[config.mk]
export PLATFORM = sky130hd
export DESIGN_NAME = mmfs_datapath
export DESIGN_NICKNAME = d
export VERILOG_FILES = /design/src/design/mmfs_pkg.sv /design/src/design/mmfs_datapath.sv
export SDC_FILE = /design/constraint.sdc
export NUM_CORES = 2
export LEC_CHECK = 0
export BUFFER_PORTS_ARGS = -buffer_cell sky130_fd_sc_hd__buf_2
export CELL_PAD_IN_SITES_DETAIL_PLACEMENT = 0
export CELL_PAD_IN_SITES_GLOBAL_PLACEMENT = 2
export CORE_MARGIN = 1
export CORE_UTILIZATION = 46
export CTS_BUF_LIST = sky130_fd_sc_hd__clkbuf_16
export CTS_CLUSTER_DIAMETER = 60
export DETAILED_ROUTE_END_ITERATION = 6
export GPL_ROUTABILITY_DRIVEN = 1
export PLACE_DENSITY_LB_ADDON = 0.15
export SETUP_SLACK_MARGIN = 0.1
export SLEW_MARGIN = 5
export SYNTH_ARGS = -nofsm -noshare
export SYNTH_HDL_FRONTEND = slang
export SYNTH_SLANG_ARGS = --single-unit
[constraint.sdc]
create_clock -name clk -period 5.8 [get_ports clk]
set_clock_uncertainty 0.15 [all_clocks]
set_input_delay 1.16 -clock clk [delete_from_list [all_inputs] [get_ports clk]]
set_output_delay 1.16 -clock clk [all_outputs]
set_load 0.02 [all_outputs]
[src/design/mmfs_pkg.sv]
package mmfs_pkg;

	localparam int unsigned MAX_FEATURES_DEF = 64;

	localparam int unsigned VALUE_W   = 32;
	localparam int unsigned INDEX_W   = 6;
	localparam int unsigned COUNT_W   = 7;
	localparam int unsigned SCALED_W  = 49;
	localparam int unsigned STATUS_W  = 2;
	localparam int unsigned FRAC_BITS = 16;
	localparam int unsigned DIFF_W    = VALUE_W + 1;
	localparam int unsigned QUO_W     = VALUE_W + FRAC_BITS;

	localparam logic [COUNT_W-1:0] COUNT_RESET = COUNT_W'(64);

	localparam logic MODE_TRAIN = 1'b0;
	localparam logic MODE_SCALE = 1'b1;

	typedef enum logic [STATUS_W-1:0] {
		ST_OK        = 2'd0,
		ST_CONSTANT  = 2'd1,
		ST_UNTRAINED = 2'd2,
		ST_RANGE     = 2'd3
	} status_t;

	typedef struct packed {
		logic capture;
		logic write_back;
		logic div_load;
		logic div_step;
		logic out_direct;
		logic out_div;
	} ctl_cmd_t;

	typedef struct packed {
		logic is_train;
		logic needs_div;
	} dp_stat_t;

endpackage

[src/design/mmfs_datapath.sv]
module mmfs_datapath #(
	parameter int unsigned MAX_FEATURES = mmfs_pkg::MAX_FEATURES_DEF
) (
	input  logic                                    clk,
	input  logic                                    arst_n,
	input  mmfs_pkg::ctl_cmd_t                      cmd,
	output mmfs_pkg::dp_stat_t                      stat,
	input  logic                                    cfg_we,
	input  logic [mmfs_pkg::COUNT_W-1:0]            cfg_data,
	input  logic                                    mode,
	input  logic [mmfs_pkg::INDEX_W-1:0]            feature_index,
	input  logic signed [mmfs_pkg::VALUE_W-1:0]     value,
	output logic                                    done,
	output logic signed [mmfs_pkg::SCALED_W-1:0]    scaled_value,
	output logic [mmfs_pkg::INDEX_W-1:0]            out_feature_index,
	output logic [mmfs_pkg::STATUS_W-1:0]           status
);

	localparam int unsigned VW = mmfs_pkg::VALUE_W;
	localparam int unsigned DW = mmfs_pkg::DIFF_W;
	localparam int unsigned QW = mmfs_pkg::QUO_W;
	localparam int unsigned FB = mmfs_pkg::FRAC_BITS;
	localparam int unsigned SW = mmfs_pkg::SCALED_W;
	localparam int unsigned AW = (MAX_FEATURES > 1) ? $clog2(MAX_FEATURES) : 1;

	// {max, min} per feature
	logic [2*VW-1:0]                 mem_q [MAX_FEATURES];
	logic [2*VW-1:0]                 rd_q;
	logic [MAX_FEATURES-1:0]         trained_q;
	logic                            rd_trained_q;

	logic [mmfs_pkg::COUNT_W-1:0]    count_q;
	logic                            mode_q;
	logic [mmfs_pkg::INDEX_W-1:0]    idx_q;
	logic signed [VW-1:0]            value_q;
	logic                            idx_ok_q;

	logic [AW-1:0]                   rd_addr;
	logic [AW-1:0]                   wr_addr;
	logic                            idx_ok;
	logic signed [VW-1:0]            cur_min;
	logic signed [VW-1:0]            cur_max;
	logic signed [VW-1:0]            new_min;
	logic signed [VW-1:0]            new_max;
	logic signed [DW-1:0]            diff;
	logic signed [DW-1:0]            span;
	logic [DW-1:0]                   diff_mag;
	mmfs_pkg::status_t               eval_status;
	logic signed [SW-1:0]            direct_val;

	// divider
	logic [QW-1:0]                   quo_q;
	logic [VW-1:0]                   rem_q;
	logic [VW-1:0]                   dvs_q;
	logic                            neg_q;
	logic [VW:0]                     shifted;
	logic [VW:0]                     trial;

	logic                            done_q;
	logic signed [SW-1:0]            scaled_q;
	logic [mmfs_pkg::INDEX_W-1:0]    oidx_q;
	mmfs_pkg::status_t               status_q;

	assign rd_addr = AW'(feature_index);
	assign wr_addr = AW'(idx_q);
	assign idx_ok  = (mmfs_pkg::COUNT_W'(feature_index) < count_q) &&
			(32'(feature_index) < 32'(MAX_FEATURES));

	assign cur_min = rd_q[VW-1:0];
	assign cur_max = rd_q[2*VW-1:VW];

	// an untrained entry's stored min/max is ignored, so the first sample sets both
	assign new_min = (!rd_trained_q || value_q < cur_min) ? value_q : cur_min;
	assign new_max = (!rd_trained_q || value_q > cur_max) ? value_q : cur_max;

	assign diff     = DW'(value_q) - DW'(cur_min);
	assign span     = DW'(cur_max) - DW'(cur_min);
	assign diff_mag = diff[DW-1] ? DW'(-diff) : diff;

	always_comb begin
		if (!idx_ok_q) begin
			eval_status = mmfs_pkg::ST_RANGE;
		end else if (!rd_trained_q) begin
			eval_status = mmfs_pkg::ST_UNTRAINED;
		end else if (span[DW-1] || span == '0) begin
			eval_status = mmfs_pkg::ST_CONSTANT;
		end else begin
			eval_status = mmfs_pkg::ST_OK;
		end
	end

	assign direct_val = (eval_status == mmfs_pkg::ST_CONSTANT) ?
			{diff, {FB{1'b0}}} : '0;

	assign stat.is_train  = (mode_q == mmfs_pkg::MODE_TRAIN);
	assign stat.needs_div = (eval_status == mmfs_pkg::ST_OK);

	// restoring division, one quotient bit per cycle; quo_q shifts dividend out
	assign shifted = {rem_q, quo_q[QW-1]};
	assign trial   = shifted - {1'b0, dvs_q};

	always_ff @(posedge clk) begin
		if (cmd.write_back && idx_ok_q) begin
			mem_q[wr_addr] <= {new_max, new_min};
		end
		if (cmd.capture) begin
			rd_q         <= mem_q[rd_addr];
			rd_trained_q <= trained_q[rd_addr];
			mode_q       <= mode;
			idx_q        <= feature_index;
			value_q      <= value;
			idx_ok_q     <= idx_ok;
		end
		if (cmd.div_load) begin
			quo_q <= {diff_mag[VW-1:0], {FB{1'b0}}};
			rem_q <= '0;
			dvs_q <= span[VW-1:0];
			neg_q <= diff[DW-1];
		end else if (cmd.div_step) begin
			if (!trial[VW]) begin
				rem_q <= trial[VW-1:0];
				quo_q <= {quo_q[QW-2:0], 1'b1};
			end else begin
				rem_q <= shifted[VW-1:0];
				quo_q <= {quo_q[QW-2:0], 1'b0};
			end
		end
		if (cmd.out_direct) begin
			scaled_q <= direct_val;
			oidx_q   <= idx_q;
			status_q <= eval_status;
		end else if (cmd.out_div) begin
			scaled_q <= neg_q ? -SW'({1'b0, quo_q}) : SW'({1'b0, quo_q});
			oidx_q   <= idx_q;
			status_q <= mmfs_pkg::ST_OK;
		end
	end

	always_ff @(posedge clk or negedge arst_n) begin
		if (!arst_n) begin
			trained_q <= '0;
			count_q   <= mmfs_pkg::COUNT_RESET;
			done_q    <= 1'b0;
		end else begin
			done_q <= cmd.out_direct | cmd.out_div;
			if (cfg_we) count_q <= cfg_data;
			if (cmd.write_back && idx_ok_q) trained_q[wr_addr] <= 1'b1;
		end
	end

	assign done              = done_q;
	assign scaled_value      = scaled_q;
	assign out_feature_index = oidx_q;
	assign status            = status_q;

endmodule

==> flow_metrics.env <==
export IMPL_critPathSlowestCell="or4b_1"
export IMPL_grt_first_pass_wirelength_um=747600
export IMPL_power_frac_comb_pct=11.1
export IMPL_yosysMostFrequentCell="edfxtp_1"
export IMPL_critPathMaxFanout=3
export IMPL_setup_viol=1
export IMPL_die_area_um2=386500
export IMPL_synth_cells=7969
export IMPL_worstReg2RegStart="value_q[0]$_DFFE_PP_"
export IMPL_synth_area_top_cells="edfxtp_1 73%, mux4_2 17%, dfrtp_1 1.0%"
export IMPL_fin_area_um2=203300
export IMPL_hold_end="count_q[5]$_DFFE_PN0P_"
export IMPL_ys_ff_latch=4443
export IMPL_synth_fp_nets=8163
export IMPL_layout_drive_gt1_share_pct=31.68
export IMPL_place_gp_congestion=0.8970
export IMPL_dr_pass1_iters=5
export IMPL_setup_slack_ns=-1.018
export IMPL_synth_async_sr_flop_share_pct=1.621
export IMPL_synth_edff_count=4323
export IMPL_dp_hpwl_um=306300
export IMPL_fin_crit_sh_pct=117.6
export IMPL_antenna_found_initial=27
export IMPL_fillCellCount=29320
export IMPL_cts_tree="yes"
export IMPL_synth_flop_cell="edfxtp_1"
export IMPL_crit_chain="ha_1 -> nor2b_1 -> o21a_1 -> o21a_1 -> buf_4 -> nor4_4 -> nor4_2 -> or4b_1 -> a31o_2 -> or4_1 -> or4_4 -> or4_4 -> o21a_4 -> buf_6"
export IMPL_place_ws_ns=-0.5614
export IMPL_wl_per_cell_um=38.66
export IMPL_cp_start_kind="flop"
export IMPL_first_global_vias=89200
export IMPL_status="complete, but fails checks"
export IMPL_synth_commonest_cells="4,323 x edfxtp_1, 1,365 x mux4_2, 315 x clkbuf_1"
export IMPL_path_clk_slew_ns=0.06
export IMPL_worst_r2r_setup_slack_ns=0.57
export IMPL_ir_drop_mv=0.2915
export IMPL_dr_first_iter_drc_count=12450
export IMPL_synth_top_area_share_pct=73.49
export IMPL_tns_ns=-1.018
export IMPL_ys_warnings_count=0
export IMPL_fin_cells=14100
export IMPL_pwr_share_clk_pct=38.8
export IMPL_clock_sinks=4443
export IMPL_wl_met1_um=222900
export IMPL_coreArea_um2=382300
export IMPL_via_per_inst=6.337
export IMPL_root_buffer="clkbuf_16"
export IMPL_synth_cell_area_um2=176600
export IMPL_crit_required_ns=4.49
export IMPL_holdPathStages=3
export IMPL_rr_endpoint="quo_q[27]$_DFFE_PP_"
export IMPL_rsz0062_at_grt="true"
export IMPL_maxUsedRoutingLayer="met5"
export IMPL_dr_total_vias=89370
export IMPL_cp_end_kind="primary output"
export IMPL_crit_arrival_ns=5.51
export IMPL_ios=115
export IMPL_tightest_slew_ns=1.321
export IMPL_hold_viol=0
export IMPL_max_slew_margin_pct=11.90
export IMPL_avgSynthCellArea_um2=22.16
export IMPL_hp_class="primary input to flop"
export IMPL_p_int_mw=55.81
export IMPL_synth_cell_types=85
export IMPL_period_minus_slack_ns=6.818
export IMPL_finish_utilization_pct=53.18
export IMPL_initial_core_util_pct=46.20
export IMPL_placed_cell_area_um2=188300
export IMPL_wl_um=545300
export IMPL_hold_start="cfg_data[5]"
export IMPL_io_buffer_count=114
export IMPL_cpPeakStageDelay_ns=0.55
export IMPL_p_seq_share_pct=50.1
export IMPL_final_max_slew_viol_count=0
export IMPL_numPlacedInstances=13220
export IMPL_die_h_um=621.7
export IMPL_htree_levels=5
export IMPL_sw_frac_of_total_pct=24.85
export IMPL_drv_cap=0
export IMPL_row_count=227
export IMPL_switchingPower_mw=18.46
export IMPL_ant_nets=0
export IMPL_drc=0
export IMPL_numCtsBuffers=467
export IMPL_power_total_mw=74.27
export IMPL_synth_top_area_cell="edfxtp_1"
export IMPL_track_usage_pct=28.12
export IMPL_critPathKind="flop to primary output"
export IMPL_p_leak_nw=65.76
export IMPL_met2_length_um=260500
export IMPL_grt_max_degree=101
export IMPL_violations="setup timing"
export IMPL_die_width_um=621.7
export IMPL_area_delta_synth_final_pct=15.10
export IMPL_fin_hold_ws_ns=0.1766
export IMPL_reg2reg_depth=17
export IMPL_overflow=0
export IMPL_layout_nets=8846
export IMPL_cts_buffer_depth=4
export IMPL_wl_met3_um=43850
export IMPL_power_density_nw_per_um2=365.3
export IMPL_insertion_delay_ns=1.05
export IMPL_clock_fmax_mhz=146.7
export IMPL_yosysSeqAreaShare_pct=75.06
## power groups by stage
stage	Combinational, mW	Sequential [mW]	Clock (mW)
floorplan	4.80	37.8	0
finish	8.21	37.2	28.8
global route	8.72	37.3	30.3
CTS	8.16	37.2	29.2
global placement	7.97	37.9	0
detailed placement	8.10	37.9	0
## cell families after synthesis
| kind of cell | Yosys count | share of synthesized area, % |
|---|---|---|
| xor+xnor | 151 | 0.7487 |
| flops | 4443 | 75.06 |
| buf+inv | 544 | 1.174 |
| compound gates | 556 | 2.124 |
| mux | 1472 | 18.06 |
| simple gates | 664 | 1.839 |
| fa+ha+maj | 139 | 0.9974 |
## repair_timing
| item | 4_1_cts | 5_1_grt |
|---|---|---|
| endpoints found under the setup margin | 1 | 1 |
| hold buffers | 1 | 0 |
| endpoints found under the hold margin | 19 | 0 |
| resized for setup | 20 | 5 |
| pin swaps | 8 | 1 |
| buffers inserted | 3 | 0 |
## layout make-up
cell class,instances,area (um2),area share [%]
tap,5038,6304,3.101
clock buffer,472,11810,5.810
antenna,15,37.54,0.01846
timing repair buffer,608,6365,3.131
sequential,4443,132600,65.21
multi-input combinational,2982,42670,20.99
inverter,150,563.0,0.2770
clock inverter,395,2972,1.462
## worst max-delay path: cells and delay by family (launching register included)
| family | cells | cell delay [ns] |
|---|---|---|
| DFF | 1 | 0.43 |
| and+or+nand+nor | 7 | 2.58 |
| buffers and inverters | 2 | 0.28 |
| AOI/OAI and AO/OA | 4 | 0.94 |
| adders and majority gates | 1 | 0.31 |
## flip-flops by register name (all words and copies together) (netlist names), 7 cells and up
signal and flops:
dvs_q 32, value_q 32, scaled_value 49, rem_q 32, count_q 7, mem_q 4096
quo_q 48, trained_q 64, rd_q 64
## cells in the final DEF (no fill, tap or decap), types with 20 or more instances in the layout
cell type  instances
edfxtp_1        4323
mux4_2          1365
clkbuf_16        472
buf_4            335
inv_1            267
buf_12           161
nor2_1           154
nand2_1          137
ha_1             136
a21oi_1          115
clkinv_1         110
o21ai_0          105
buf_2            104
xnor2_1          102
clkinv_2          75
or2_2             71
dfrtp_1           71
mux2_2            65
nor2_4            64
a21o_1            51
dfxtp_1           48
xor2_1            47
nand3_1           40
mux2i_1           40
a211oi_1          38
a22o_1            33
nor3_1            31
nand2b_1          27
nand4_1           27
bufinv_16         27
or3_1             23
o31ai_1           20
## worst max-delay path by stage
| stage | startpoint | end | slack, ns |
|---|---|---|---|
| after global placement | rd_q[21]$_DFFE_PP_ | stat[0] | -0.58 |
| after global routing | rd_q[4]$_DFFE_PP_ | stat[0] | -1.14 |
| after floorplan | rd_q[1]$_DFFE_PP_ | stat[0] | 0.18 |
| after detailed placement | rd_q[21]$_DFFE_PP_ | stat[0] | -0.56 |
| after CTS | rd_q[1]$_DFFE_PP_ | stat[0] | -1.03 |
| final | rd_q[33]$_DFFE_PP_ | stat[0] | -1.02 |
## per-layer routing
layer  up-vias  GRT usage [%]
met5         -              0
li1      35230              -
met3       782          4.006
met2      4199          45.04
met1     49160          40.63
met4         6          8.085
No activity file was read; power rests on OpenSTA's default activity.
