<file path="config.mk">
export PLATFORM = sky130hd
export DESIGN_NAME = mmfs_ctrl
export DESIGN_NICKNAME = d
export VERILOG_FILES = /design/src/design/mmfs_pkg.sv /design/src/design/mmfs_ctrl.sv
export SDC_FILE = /design/constraint.sdc
export NUM_CORES = 1
export LEC_CHECK = 0
export BUFFER_PORTS_ARGS = -buffer_cell sky130_fd_sc_hd__buf_2
export CORE_AREA = 3 3 40 42
export DETAILED_ROUTE_END_ITERATION = 8
export DIE_AREA = 0 0 43 45
export PLACE_DENSITY = 0.51
export SYNTH_ARGS = -nofsm -noshare
export SYNTH_HDL_FRONTEND = slang
export SYNTH_SLANG_ARGS = --single-unit
</file>
<file path="constraint.sdc">
create_clock -name clk -period 1.6 [get_ports clk]
set_input_delay 0.24 -clock clk [delete_from_list [all_inputs] [get_ports clk]]
set_output_delay 0.24 -clock clk [all_outputs]
set_load 0.005 [all_outputs]
</file>
<file path="src/design/mmfs_pkg.sv">
package mmfs_pkg;

	localparam int unsigned MAX_FEATURES_DEF = 64;

	localparam int unsigned VALUE_W   = 32;
	localparam int unsigned INDEX_W   = 6;
	localparam int unsigned COUNT_W   = 7;
	localparam int unsigned SCALED_W  = 49;
	localparam int unsigned STATUS_W  = 2;
	localparam int unsigned FRAC_BITS = 16;
	localparam int unsigned DIFF_W    = VALUE_W + 1;
	localparam int unsigned QUO_W     = VALUE_W + FRAC_BITS;

	localparam logic [COUNT_W-1:0] COUNT_RESET = COUNT_W'(64);

	localparam logic MODE_TRAIN = 1'b0;
	localparam logic MODE_SCALE = 1'b1;

	typedef enum logic [STATUS_W-1:0] {
		ST_OK        = 2'd0,
		ST_CONSTANT  = 2'd1,
		ST_UNTRAINED = 2'd2,
		ST_RANGE     = 2'd3
	} status_t;

	typedef struct packed {
		logic capture;
		logic write_back;
		logic div_load;
		logic div_step;
		logic out_direct;
		logic out_div;
	} ctl_cmd_t;

	typedef struct packed {
		logic is_train;
		logic needs_div;
	} dp_stat_t;

endpackage

</file>
<file path="src/design/mmfs_ctrl.sv">
module mmfs_ctrl (
	input  logic                clk,
	input  logic                arst_n,
	input  logic                start,
	input  mmfs_pkg::dp_stat_t  stat,
	output mmfs_pkg::ctl_cmd_t  cmd,
	output logic                busy
);

	localparam int unsigned STEPS = mmfs_pkg::QUO_W;
	localparam int unsigned CW    = $clog2(STEPS);
	localparam logic [CW-1:0] LAST_STEP = CW'(STEPS - 1);

	typedef enum logic [1:0] {
		S_IDLE,
		S_EVAL,
		S_DIV,
		S_FIN
	} state_t;

	state_t        state_q;
	logic [CW-1:0] step_q;

	assign busy = (state_q != S_IDLE);

	always_comb begin
		cmd = '0;
		unique case (state_q)
			S_IDLE: cmd.capture = start;
			S_EVAL: begin
				if (stat.is_train) begin
					cmd.write_back = 1'b1;
				end else if (stat.needs_div) begin
					cmd.div_load = 1'b1;
				end else begin
					cmd.out_direct = 1'b1;
				end
			end
			S_DIV: cmd.div_step = 1'b1;
			S_FIN: cmd.out_div = 1'b1;
			default: cmd = '0;
		endcase
	end

	always_ff @(posedge clk or negedge arst_n) begin
		if (!arst_n) begin
			state_q <= S_IDLE;
			step_q  <= '0;
		end else begin
			unique case (state_q)
				S_IDLE: begin
					if (start) state_q <= S_EVAL;
				end
				S_EVAL: begin
					if (!stat.is_train && stat.needs_div) begin
						state_q <= S_DIV;
						step_q  <= '0;
					end else begin
						state_q <= S_IDLE;
					end
				end
				S_DIV: begin
					step_q <= step_q + 1'b1;
					if (step_q == LAST_STEP) state_q <= S_FIN;
				end
				S_FIN: state_q <= S_IDLE;
				default: state_q <= S_IDLE;
			endcase
		end
	end

endmodule

</file>
==> flow_summary.json, run 1 <==
{
  "status": "completed",
  "synth.avg_cell_area_um2": 9.481,
  "path_cells": "nand2b_1, inv_2, buf_2",
  "fp.dieH_um": 45,
  "wl_um": 848,
  "hpwlAfterDp_um": 619.7,
  "wl_per_cell_um": 11.62,
  "power_uw": 780.9,
  "path_delay_family": "flip-flops",
  "die_area_um2": 1935,
  "drtAntennaViolNets": 0,
  "syn_to_final_growth_pct": 22.29,
  "cts-root-buf": "clkbuf_4",
  "ys_types": 24,
  "critical_path_buf_inv_count": 2,
  "final_common_cell": "buf_2",
  "path_max_fanout": 8,
  "switching_power_uw": 290.9,
  "die_w_um": 43,
  "tightest_slew_ns": 0.3140,
  "mostFrequentLayoutCells": "buf_2 (11), dfrtp_1 (8), nand3_1 (6), nand2_1 (6), clkbuf_4 (3)",
  "ys_warn_count": 0,
  "postCtsSetupRepairBufs": 0,
  "crit_required_ns": 1.36,
  "pwr-share-clk_pct": 19.9,
  "p_sw_share_pct": 37.25,
  "finalCriticalPeriod_ns": 1.530,
  "clock_latency_ns": 0.26,
  "start_util_pct": 33.20,
  "netlist_area_um2": 426.7,
  "clockBufferDepth": 2,
  "whs_ns": 0.3466,
  "crit_slowest_cell": "dfrtp_1",
  "syn-instance-count": 45,
  "first_global_vias": 316,
  "timing.final.ws_setup_ns": 0.06956,
  "port_buffers": 11,
  "setup_violations": 0,
  "power_density_nw_per_um2": 1497,
  "fin_nets": 66,
  "place.gp.congestion": 0.6834,
  "seq_power_share_pct": 48.5,
  "p_int_uw": 490.0,
  "io_pins": 12,
  "hp-class": "primary input to asynchronous set/reset pin",
  "finalHoldViolCount": 0,
  "grt.total_usage_pct": 9.941,
  "cts_buffers": 3,
  "maxCapViolations": 0,
  "fmax_ghz": 0.6534,
  "htreeDepth": 1,
  "fin_crit_sh_pct": 95.65,
  "ir_worst_vdd_mv": 0.7578,
  "clk_pin_slew_ns": 0.06,
  "p_leak_uw": 0.0002906,
  "cp.arrival_ns": 1.29,
  "rows": 13,
  "relSlewSlack_pct": 79.07,
  "fin_area_um2": 521.8,
  "grt_pass1_wl_um": 1380,
  "critPathMaxStageDelay_ns": 0.43,
  "finalMaxSlewViolations": 0,
  "cts_tree": "yes",
  "dpl_cell_area_um2": 484.2,
  "vias_per_cell": 4.959,
  "grt-ovfl-total": 0,
  "drc": 0,
  "firstDrtPassIters": 4,
  "syn-num-nets": 51,
  "antenna_found_initial": 0,
  "drt_iter0_drc": 4,
  "vias": 362,
  "worstSetupPathType": "flip-flop to output port",
  "ys_seq_area_share_pct": 46.92,
  "num_antenna_cells": 0,
  "start_kind": "flip-flop",
  "drive_gt1_share_pct": 27.59,
  "grt_setup_unrepaired": "true",
  "worst_clock_skew_ns": 0.01043,
  "synth_seq_cells": 8,
  "rrSetupSlack_ns": 0.30,
  "clock-sinks": 8,
  "endpoint_kind": "output port",
  "core_um2": 1285,
  "p_comb_share_pct": 31.6,
  "dp_slack_ns": 0.2876,
  "grt_max_degree": 9
}
cell usage after synthesis:
cell / number / area share [%]
inv_2: 1 / 0.88
buf_2: 1 / 1.2
nand2b_1: 1 / 1.5
nand4bb_1: 1 / 2.6
o32ai_1: 1 / 2.1
and3b_1: 1 / 2.1
and2_1: 1 / 1.5
buf_6: 1 / 2.6
nor2_1: 1 / 0.88
nand4_1: 2 / 2.9
or2_1: 1 / 1.5
nor2b_1: 1 / 1.5
o21a_1: 1 / 1.8
nand2_1: 6 / 5.3
inv_1: 2 / 1.8
or3_1: 1 / 1.5
nand3_1: 6 / 7.0
nor4b_1: 1 / 2.1
and3_1: 1 / 1.5
o21ai_1: 1 / 1.2
dfrtp_1: 8 / 47
mux2i_1: 2 / 4.7
ha_1: 1 / 2.9
a21oi_1: 2 / 2.3
per-stage QoR:
step           instances  setup TNS (ns)  utilization (%)
5_1_grt               73        -0.02134            40.60
3_5_place_dp          69               0            37.68
3_3_place_gp          69               0            37.68
4_1_cts               73               0            40.21
2_1_floorplan         45               0                -
6_report              73               0            40.60
area by class of cell:
| cell class | count | area [um^2] |
|---|---|---|
| tap | 15 | 18.77 |
| clock buffer | 3 | 22.52 |
| sequential | 8 | 200.2 |
| fill | 128 | 763.2 |
| multi-input combinational | 32 | 203.9 |
| timing repair buffer | 12 | 65.06 |
| inverter | 3 | 11.26 |
cells by family (layout without fill, tap and decap cells):
| logic type | after synthesis | in the layout | share of synthesized area (%) |
|---|---|---|---|
| compound gates | 5 | 5 | 7.331 |
| fa+ha+maj | 1 | 1 | 2.932 |
| buf+inv | 5 | 18 | 6.450 |
| flops | 8 | 8 | 46.92 |
| mux | 2 | 2 | 4.692 |
| simple gates | 24 | 24 | 31.68 |
timing repair:
action / in CTS / in global routing
hold endpoints to repair: 8 / 0
hold buffers: 1 / 0
gates resized for setup: 0 / 1
setup endpoints to repair: 0 / 1
metal layers:
| layer | track usage (%) | vias to the layer above | routed length (um) |
|---|---|---|---|
| li1 | - | 183 | - |
| met1 | 12.47 | 164 | 394 |
| met2 | 13.77 | 13 | 360 |
| met3 | 7.570 | 2 | 88 |
| met4 | 1.807 | 0 | 4 |
| met5 | 0 | - | 0 |
final timing paths:
path,depth (start not counted),start,to
setup / recovery,3,state_q[0],cmd[2]
hold reg to reg,1,step_q[5],step_q[5]
max in group asynchronous,2,arst_n,step_q[0]
min in group clk,4,start,state_q[0]
setup reg to reg,4,state_q[0],step_q[5]
hold / removal,2,arst_n,asynchronous set/reset pin
power by group through the flow:
stage / Sequential, uW / Clock, uW / Combinational, uW
floorplan: 355 / 0 / 190
global placement: 379 / 0 / 242
detailed placement: 379 / 0 / 243
CTS: 375 / 159 / 246
global route: 395 / 168 / 282
finish: 379 / 155 / 247
(Power assumes the default switching activity.)
==> run 2: changes to the inputs <==
- clock period: 1.6 -> 1.7 ns (I/O delays scaled with it)
==> run 2 against run 1 <==
Effect of this change: combinational power is 6% lower; register-to-register slack better by 0.11 ns; wire length grew 1.2%; sequential share of layout area is the same; clock-buffer cell count stayed put; setup slack better by 0.081 ns; non-clock buffer count unchanged; global-route usage increased by 0.17 points; largest power group unchanged.
==> flow_summary.json, run 2 (synthesis gave the netlist of run 1 again) <==
{
  "critical_path_buf_inv_count": 2,
  "drc": 0,
  "grt_pass1_wl_um": 1400,
  "clock-sinks": 8,
  "grt-ovfl-total": 0,
  "drive_gt1_share_pct": 27.59,
  "path_cells": "nand4bb_2, inv_1, buf_2",
  "rows": 13,
  "firstDrtPassIters": 4,
  "endpoint_kind": "output port",
  "path_max_fanout": 8,
  "crit_slowest_cell": "dfrtp_1",
  "maxCapViolations": 0,
  "grt.total_usage_pct": 10.11,
  "start_util_pct": 33.20,
  "postCtsSetupRepairBufs": 0,
  "fin_crit_sh_pct": 91.12,
  "tightest_slew_ns": 0.3089,
  "ir_worst_vdd_mv": 0.6477,
  "start_kind": "flip-flop",
  "finalCriticalPeriod_ns": 1.549,
  "io_pins": 12,
  "p_leak_uw": 0.0002906,
  "clockBufferDepth": 2,
  "cts-root-buf": "clkbuf_4",
  "worstSetupPathType": "flip-flop to output port",
  "place.gp.congestion": 0.6839,
  "die_w_um": 43,
  "drt_iter0_drc": 7,
  "final_common_cell": "buf_2",
  "tns_ns": 0,
  "finalHoldViolCount": 0,
  "critPathMaxStageDelay_ns": 0.43,
  "num_antenna_cells": 0,
  "wl_per_cell_um": 11.75,
  "grt_setup_unrepaired": "false",
  "cp.arrival_ns": 1.29,
  "status": "completed",
  "setup_violations": 0,
  "worst_clock_skew_ns": 0.005657,
  "rrSetupSlack_ns": 0.41,
  "crit_required_ns": 1.44,
  "clk_pin_slew_ns": 0.06,
  "cts_buffers": 3,
  "relSlewSlack_pct": 79.41,
  "cts_tree": "yes",
  "die_area_um2": 1935,
  "power_density_nw_per_um2": 1412,
  "first_global_vias": 319,
  "core_um2": 1285,
  "drtAntennaViolNets": 0,
  "path_delay_family": "flip-flops",
  "fin_nets": 66,
  "antenna_found_initial": 0,
  "fp.dieH_um": 45,
  "hpwlAfterDp_um": 623,
  "fmax_ghz": 0.6456,
  "power_uw": 736.7,
  "grt_max_degree": 9,
  "clock_latency_ns": 0.26,
  "hp-class": "primary input to asynchronous set/reset pin",
  "finalMaxSlewViolations": 0,
  "vias_per_cell": 5.014,
  "htreeDepth": 1,
  "vias": 366,
  "port_buffers": 11,
  "wl_um": 858,
  "syn_to_final_growth_pct": 22.29,
  "mostFrequentLayoutCells": "buf_2 (11), dfrtp_1 (8), nand3_1 (6), nand2_1 (6), clkbuf_4 (3)"
}
==> run 2: cell counts in the layout (fill, tap and decap cells not counted) <==
No cell type changed its count.
==> run 2: power by group <==
part,switching (uW),internal (uW),total (uW)
Combinational,118,115,233
Sequential,90.6,266,357
Clock,66.4,80.9,147
Total,275,462,737
==> run 2: cell type report <==
class / instances / area [um^2]
Fill cell: 141 / 763.2
Multi-Input combinational cell: 32 / 203.9
Sequential cell: 8 / 200.2
Timing Repair Buffer: 12 / 65.06
Clock buffer: 3 / 22.52
Tap cell: 15 / 18.77
Inverter: 3 / 11.26
==> run 2: path summary, 6_finish.rpt <==
| check | cells past startpoint | endpoint | from |
|---|---|---|---|
| worst max-delay path | 3 | cmd[3] | flip-flop |
| worst min-delay path | 2 | state_q[0] | arst_n |
| worst max register to register | 4 | step_q[5] | state_q[0] |
| worst min register to register | 1 | step_q[5] | step_q[5] |
| max in group asynchronous | 2 | step_q[5] | arst_n |
| min in group clk | 4 | state_q[0] | start |
==> run 2: repair_timing <==
item,CTS,global route
gates resized for setup,0,1
hold buffers,1,0
hold endpoints to repair,8,0
setup endpoints to repair,0,1
==> run 2: through the flow <==
stage | cell area, um^2 | hold WS [ns] | cells | util [%] | setup WS (ns)
6_report | 521.8 | 0.3693 | 73 | 40.60 | 0.1510
5_1_grt | 521.8 | 0.3858 | 73 | 40.60 | 0.06250
4_1_cts | 516.7 | 0.3756 | 73 | 40.21 | 0.09174
3_5_place_dp | 484.2 | 0.1105 | 69 | 37.68 | 0.3632
3_3_place_gp | 484.2 | 0.1137 | 69 | 37.68 | 0.3627
2_1_floorplan | 426.7 | -0.04059 | 45 | - | 0.5654
==> run 2: per-layer routing <==
layer  track usage, %  share of wire, %
met1            13.47                50
met2            13.17                39
met3            3.984               8.6
met4            7.229               2.3
met5                0                 0
==> run 3: changes to the inputs <==
- GPL_ROUTABILITY_DRIVEN: default -> 0
- clock period: 1.7 -> 1.95 ns (I/O delays scaled with it)
==> run 3 against run 2 <==
Effect of this change: clock-buffer cell count unchanged; cell count unchanged; setup slack better by 0.19 ns; largest power group unchanged; highest routed layer unchanged.
==> flow_summary.json, run 3 (synthesis gave the netlist of run 1 again) <==
{
  "die_area_um2": 1935,
  "regArea_um2": 200.2,
  "relSlewSlack_pct": 78.11,
  "fin_nets": 66,
  "num_antenna_cells": 0,
  "fp.dieH_um": 45,
  "endpoint_kind": "output port",
  "vias": 361,
  "finalMaxSlewViolations": 0,
  "vias_per_cell": 4.945,
  "power_density_nw_per_um2": 1214,
  "htreeDepth": 1,
  "grt_pass1_wl_um": 1297,
  "rrSetupSlack_ns": 0.69,
  "fmax_ghz": 0.6219,
  "finalHoldViolCount": 0,
  "r2r_cells": 4,
  "grt-ovfl-total": 0,
  "multi_input_area_um2": 198.9,
  "timing.rr.end": "step_q[5]",
  "ir_worst_vdd_mv": 0.4239,
  "cts_tree": "yes",
  "mostFrequentLayoutCells": "buf_2 (11), dfrtp_1 (8), nand3_1 (6), nand2_1 (6), clkbuf_4 (3)",
  "start_util_pct": 33.20,
  "hpwlAfterDp_um": 598.5,
  "clk_pin_slew_ns": 0.05,
  "hp-class": "primary input to asynchronous set/reset pin",
  "dpl_cell_area_um2": 484.2,
  "postCtsSetupRepairBufs": 0,
  "core_um2": 1285,
  "fin_crit_sh_pct": 82.46,
  "crit_required_ns": 1.66,
  "final_common_cell": "buf_2",
  "grt.total_usage_pct": 9.328,
  "die_w_um": 43,
  "instances_no_fill": 73,
  "clockBufferDepth": 2,
  "maxCapViolations": 0,
  "p_leak_uw": 0.0002902,
  "first_global_vias": 313,
  "rows": 13,
  "antenna_found_initial": 0,
  "worstSetupPathType": "flip-flop to output port",
  "finalCriticalPeriod_ns": 1.608,
  "dp_slack_ns": 0.6071,
  "cts-root-buf": "clkbuf_4",
  "firstDrtPassIters": 4,
  "worst_clock_skew_ns": 0.002476,
  "path_max_fanout": 8,
  "status": "completed",
  "wl_per_cell_um": 10.92,
  "fill_cells": 135,
  "wl_um": 797,
  "io_pins": 12,
  "drt_iter0_drc": 6,
  "drive_gt1_share_pct": 25.86,
  "clock_latency_ns": 0.25,
  "grt_max_degree": 9,
  "cp.arrival_ns": 1.32,
  "timing.final.ws_setup_ns": 0.3420,
  "drtAntennaViolNets": 0,
  "clock-sinks": 8,
  "grt_setup_unrepaired": "false",
  "setup_violations": 0,
  "cts.repair.resized": 0,
  "port_buffers": 11,
  "tns_ns": 0,
  "cts_buffers": 3,
  "tightest_slew_ns": 0.3265,
  "cts-hold-fix-buffers": 1,
  "syn_to_final_growth_pct": 21.11,
  "fin_area_um2": 516.7,
  "place_inst": 69,
  "drc": 0,
  "rr_startpoint": "state_q[0]",
  "start_kind": "flip-flop"
}
-- run 3: metrics by stage --
| stage | hold slack (ns) | power, uW | util (%) |
|---|---|---|---|
| after CTS | 0.4110 | 634.4 | 40.21 |
| after floorplan | -0.003091 | 447.3 | - |
| after global placement | 0.1506 | 509.9 | 37.68 |
| after global routing | 0.4243 | 682.2 | 40.21 |
| final | 0.4074 | 627.2 | 40.21 |
| after detailed placement | 0.1476 | 506.5 | 37.68 |
-- run 3: worst max path at each step --
stage	startpoint	to	slack (ns)	cells after the start
global route	flip-flop	cmd[3]	0.25	3
CTS	flip-flop	cmd[3]	0.34	3
floorplan	state_q[0]	step_q[4]	0.82	4
finish	flip-flop	cmd[3]	0.34	3
detailed placement	flip-flop	cmd[3]	0.61	3
global placement	flip-flop	cmd[3]	0.65	3
-- run 3: final cells by class --
class | count | area share (%)
Sequential cell | 8 | 38.74
Multi-Input combinational cell | 32 | 38.50
Timing Repair Buffer | 12 | 12.59
Clock buffer | 3 | 4.358
Tap cell | 15 | 3.632
Inverter | 3 | 2.179
-- run 3: routing by layer --
metal	wire [um]	vias to the layer above	track usage [%]
li1	-	185	-
met1	374	159	11.14
met2	317	13	14.07
met3	79	4	2.789
met4	25	0	7.229
met5	0	-	0
-- run 3: report_power, final --
| part | total [uW] | internal, uW | switching [uW] |
|---|---|---|---|
| clock network | 125 | 70.3 | 54.3 |
| registers | 308 | 232 | 76.6 |
| logic | 194 | 96.3 | 97.8 |
-- run 3: critical path: stages, from the launching register on --
cell and delay (ns):
dfrtp_1 0.43, nand4bb_1 0.41, inv_1 0.11, buf_2 0.11
